File: src/hw/rtl/bhpq_pkg.sv
// bhpq_pkg: types, codes and the ordering function of the heap priority queue
// no dependencies; used by the interfaces, the heap cell and the top level
`default_nettype none
package bhpq_pkg;

   localparam int DepthDefault = 64;
   localparam int SeqWidth     = 32;

   typedef enum logic [1:0] {
      OP_INSERT = 2'd0,
      OP_POLL   = 2'd1,
      OP_PEEK   = 2'd2,
      OP_NONE   = 2'd3
   } op_type;

   typedef enum logic [1:0] {
      ST_OK    = 2'd0,
      ST_FULL  = 2'd1,
      ST_EMPTY = 2'd2,
      ST_RSVD  = 2'd3
   } status_type;

   typedef enum logic {
      REG_ORDER_MODE = 1'b0,
      REG_CAPACITY   = 1'b1
   } reg_index_type;

   // one heap entry
   typedef struct packed {
      logic [7:0]          id;
      logic [31:0]         key;
      logic [SeqWidth-1:0] seq;
   } slot_type;

   // what a cell loads in the coming cycle
   typedef enum logic [2:0] {
      SEL_HOLD,
      SEL_NEW,
      SEL_LAST,
      SEL_PARENT,
      SEL_LEFT,
      SEL_RIGHT
   } sel_type;

   typedef struct packed {
      sel_type  sel;
      logic     mode;
   } cell_ctrl_type;

   // true when a must leave strictly before b (sequence compare is wrap-aware)
   function automatic logic goes_before(input logic mode, input slot_type a,
                                        input slot_type b);
      logic [SeqWidth-1:0] d;
      logic                r;
      d = b.seq - a.seq;
      if (!mode && (a.key != b.key)) begin
         r = (a.key < b.key);
      end else begin
         r = (d != '0) && !d[SeqWidth-1];
      end
      return r;
   endfunction

endpackage
`default_nettype wire

File: src/hw/rtl/bhpq_cell.sv
// bhpq_cell: one heap slot, compares itself with its parent and left sibling
// depends on bhpq_pkg
`default_nettype none
module bhpq_cell #(
   parameter int INDEX = 0
) (
   input  wire logic               clock,
   input  wire bhpq_pkg::cell_ctrl_type ctrl,
   input  wire bhpq_pkg::slot_type new_slot,
   input  wire bhpq_pkg::slot_type last_slot,
   input  wire bhpq_pkg::slot_type parent_slot,
   input  wire bhpq_pkg::slot_type left_slot,
   input  wire bhpq_pkg::slot_type right_slot,
   input  wire bhpq_pkg::slot_type sib_slot,
   output bhpq_pkg::slot_type      slot,
   output logic                    before_parent,
   output logic                    before_sib
);

   bhpq_pkg::slot_type slot_ff, slot_in;

   // next content from the selected neighbor
   always_comb begin
      unique case (ctrl.sel)
         bhpq_pkg::SEL_NEW:    slot_in = new_slot;
         bhpq_pkg::SEL_LAST:   slot_in = last_slot;
         bhpq_pkg::SEL_PARENT: slot_in = parent_slot;
         bhpq_pkg::SEL_LEFT:   slot_in = left_slot;
         bhpq_pkg::SEL_RIGHT:  slot_in = right_slot;
         default:              slot_in = slot_ff;
      endcase
   end

   always_ff @(posedge clock) begin
      slot_ff <= slot_in;
   end

   // order against the parent and, for a right child, the left sibling
   always_comb begin
      before_parent = (INDEX > 0) &&
                      bhpq_pkg::goes_before(ctrl.mode, slot_ff, parent_slot);
      before_sib    = (INDEX > 0) && (INDEX % 2 == 0) &&
                      bhpq_pkg::goes_before(ctrl.mode, slot_ff, sib_slot);
   end

   assign slot = slot_ff;

endmodule
`default_nettype wire

File: config.mk
export PLATFORM = sky130hd
export DESIGN_NAME = bhpq_cell
export DESIGN_NICKNAME = d
export VERILOG_FILES = /design/src/hw/rtl/bhpq_pkg.sv /design/src/hw/rtl/bhpq_cell.sv
export SDC_FILE = /design/constraint.sdc
export NUM_CORES = 1
export LEC_CHECK = 0
export ABC_AREA = 1
export BUFFER_PORTS_ARGS = -buffer_cell sky130_fd_sc_hd__buf_2
export CELL_PAD_IN_SITES_DETAIL_PLACEMENT = 1
export CELL_PAD_IN_SITES_GLOBAL_PLACEMENT = 1
export CORE_AREA = 2 2 201 203
export CTS_BUF_LIST = sky130_fd_sc_hd__clkbuf_4
export CTS_CLUSTER_SIZE = 30
export DETAILED_ROUTE_END_ITERATION = 6
export DIE_AREA = 0 0 203 205
export PLACE_DENSITY_LB_ADDON = 0.1
export SYNTH_ARGS = -nofsm -noshare
export SYNTH_HDL_FRONTEND = slang
export SYNTH_SLANG_ARGS = --single-unit
File: constraint.sdc
create_clock -name clock -period 6.65 [get_ports clock]
set_clock_uncertainty 0.15 [all_clocks]
set_input_delay 0.3325 -clock clock [delete_from_list [all_inputs] [get_ports clock]]
set_output_delay 0.3325 -clock clock [all_outputs]
set_load 0.05 [all_outputs]
# Word level (Yosys, flattened, before mapping)
# Cells that the tools add are included.
word_totals:
  regBits: 72
  output_inout_bits: 74
op_classes:
  eq_ne: 5
  muxes: 1
  n_reduce_logical: 1
ops:
  columns: ["cell", "count"]
  rows:
  - ["one-hot mux 72 bit (5 select lines)", 1]
  - ["equality test 3 x 2 -> 1 bit (second input constant)", 2]
  - ["equality test 3 bit (second input constant)", 2]
  - ["nonzero test 5 bit", 1]
  - ["equality test 3 x 1 -> 1 bit (second input constant)", 1]

# Longest topological paths before layout
logic_depth:
  word_depth: 2
  depth_mapped: 7
  mapped_depth_nobuf: 5

# Least setup slack after synthesis
# OpenSTA, ideal clock, no wires.
synth_timing:
  path_kind: "input to register"
  startpoint: "input ctrl[2] (netlist bit)"
  endpoint: "register slot_ff, in the netlist slot[0], enable pin"
  arrival_ns: 5.548
  required_time_ns: 5.899
  path_slack_ns: 0.351
  stages: 2
  path_cell_list: "buf_6 > o21ai_0"
synth_between:
  elab_chain_cells: 2
  elab_cells_between_ends: 6
  classes_between: "5 x eq/ne; 1 x reduce/logical"
synth_lines:
  columns: ["element", "line_no", "source"]
  rows:
  - ["from (decl)", "bhpq_cell.sv:8", "input wire bhpq_pkg::cell_ctrl_type ctrl,"]
  - ["equality test 3 bit (tied with other cells)", "bhpq_cell.sv:24", "unique case (ctrl.sel)"]
  - ["nonzero test 5 bit (no source line) *", null, null]
  - ["to (signal assigned)", "bhpq_cell.sv:35", "slot_ff <= slot_in;"]
  - ["to (decl)", "bhpq_cell.sv:20", "bhpq_pkg::slot_type slot_ff, slot_in;"]
# Every way passes the cells marked *; elsewhere a longest branch is shown, timed or not.
# A chain may end at the register's enable or synchronous reset.

==> summary.txt <==
final hold violations -> 0
CP cell instances -> buf_4, inv_2, nand3_4, buf_4, nor2_1, nor2_1, nand3_1, dlygate4sd3_1
sequential share of the synthesized area -> 36.1%
layout cells sized above 1 -> 31.4%
Final setup viols -> 0
WHS Path Cells -> 5
Initial Util -> 15.2%
final antenna-violating net count -> 0
Fmax -> 0.343 GHz
fin util -> 25.2%
P_leak -> 5.44 nW
Port-buffer cells -> 435
gr usage total -> 15.5%
H-tree level count -> 3
Worst-Margin Slew -> 1.07 ns
mapped cell area -> 0.00599 mm²
Synth Register Bits -> 72
fin nets -> 1898
site row count -> 73
Largest register FFs -> 72
Worst Setup End Kind -> flip-flop
CP peak stage delay -> 0.63 ns
register area -> 0.00216 mm²
hpwl dp -> 22.9 mm
PwrDens -> 170 mW/mm²
Die X -> 203 µm
number of global-route vias before repair -> 8349
Initial DRC Count -> 200
Total Wirelength -> 32.4 mm
die height -> 205 µm
Startpoint Class -> input port
Setup Crit Path Kind -> in2reg
period utilization -> 43.8%
global placer's final weighted congestion -> 0.766
post-CTS sizing -> 0
die area -> 0.0416 mm²
Filler cells -> 5048
worst path arrival time -> 3.05 ns
Ys Warns -> 0
Final min period -> 2.92 ns
vias -> 7873
drc violations -> 0
initial antenna violation count -> 9
io pins -> 511
Crit path required time -> 6.78 ns
multi-input gate area in the final layout -> 0.00262 mm²
max-cap viol count -> 0
WP depth -> 8
CTS root buffer -> clkbuf_4
RSZ-0062 raised after global routing -> false
core area -> 0.0394 mm²
Clock Path Buffers -> 2
CTS buffer count -> 9
critical path fanouts, max -> 66
Vias/cell -> 3.95
Layout area overhead -> 65.7%
Clock Sinks -> 72
share of the synthesized area in the top cell type -> 36.1%
Area contributors post-synth -> edfxtp_1, inv_1, nor2_1
total gr overflow -> 0
post-synthesis average cell area -> 6.41 µm²
first-pass GRT wire length -> 48.6 mm
synth unique cells -> 17
largest net degree at the start of global routing -> 82
delay-heaviest family, CP -> buffers and inverters
peak supply drop -> 0.0000576 V
Gate Count Post-Synth -> 935
status -> finished clean
HP Class -> in2reg
Crit-path slowest cell -> buf_4
Worst slew margin -> 28.4%
Yosys top cell by area -> edfxtp_1
CTS tree -> yes
max-slew violations -> 0
Fin Setup TNS -> 0 ns
drt first pass iters -> 4
buffers plus inverters on the worst setup path -> 4
Routed WL per cell -> 16.3 µm
clock transition at the registers of the reported paths -> 0.13 ns
[power by group]
part	internal, mW	switching [mW]	total, mW
clock network	0.0657	0.189	0.255
registers	0.600	0.0182	0.618
logic	0.270	0.549	0.820
[worst min-delay path: cells and delay by family]
kind / cells / cell delay, ns
AND/OR/NAND/NOR: 3 / 0.20
buffers and inverters: 2 / 0.11
[through the flow]
stage | hold WS [ns] | power [mW] | cells | worst slack, ns | area (µm²)
final | 0.0779 | 1.69 | 1994 | 3.73 | 9930
after global routing | 0.0118 | 1.81 | 1993 | 3.50 | 9930
after global placement | 0.471 | 1.36 | 1843 | 3.61 | 8510
after floorplan | 0.385 | 1.11 | 936 | 0.351 | 5990
after detailed placement | 0.478 | 1.37 | 1843 | 3.58 | 8510
after CTS | 0.00140 | 1.74 | 1988 | 3.67 | 9910
[layer usage]
| metal | vias up | GRT usage [%] | part of all wire (%) |
|---|---|---|---|
| li1 | 3955 | - | - |
| met1 | 3627 | 17.9 | 41 |
| met2 | 264 | 27.6 | 49 |
| met3 | 17 | 5.87 | 8.4 |
| met4 | 10 | 2.58 | 0.66 |
| met5 | - | 0 | 0.17 |
[layout make-up]
type,count,area share [%]
clock inverters,4,0.151
flip-flops and latches,72,21.8
diodes,6,0.151
repair buffers,576,36.0
well taps,525,6.62
clock buffers,9,0.680
multi-input cells,583,26.4
inverters,219,8.28
[synth_stat cells (all sizes together)]
master    n
o21ai     1
inv     219
buf      50
conb      1
xnor2     1
nand2   144
edfxtp   72
nand4    72
nand3   146
nor2    217
clkbuf   12
[cell families after synthesis]
logic type	Yosys count	share of synthesized area, %
simple gates	579	42.8
buf+inv	281	20.5
flops	72	36.1
compound gates	1	0.0835
xor+xnor	1	0.460
other cells	1	0.0626
[worst paths after layout]
kind	start	endpoint
worst max-delay path	ctrl[3]	slot[2]
worst min-delay path	last_slot[67]	slot[67]
[layout by cell type (no fill, tap or decap)]
cell and n:
diode_2 6, inv_1 217, nor2_4 1, dlygate4sd3_1 132, conb_1 2, clkinv_1 4, inv_2 2, nand2_1 144
nand3_4 2, o21ai_4 1, xnor2_4 1, nand3_1 144, nor2_1 216, buf_2 433, buf_4 11, clkbuf_4 9
nand4_1 72, edfxtp_1 72
[what timing repair did]
item                      CTS  global route
buffers inserted            0             0
hold buffers              132             0
hold endpoints to repair   72             0
(Power assumes the default switching activity.)
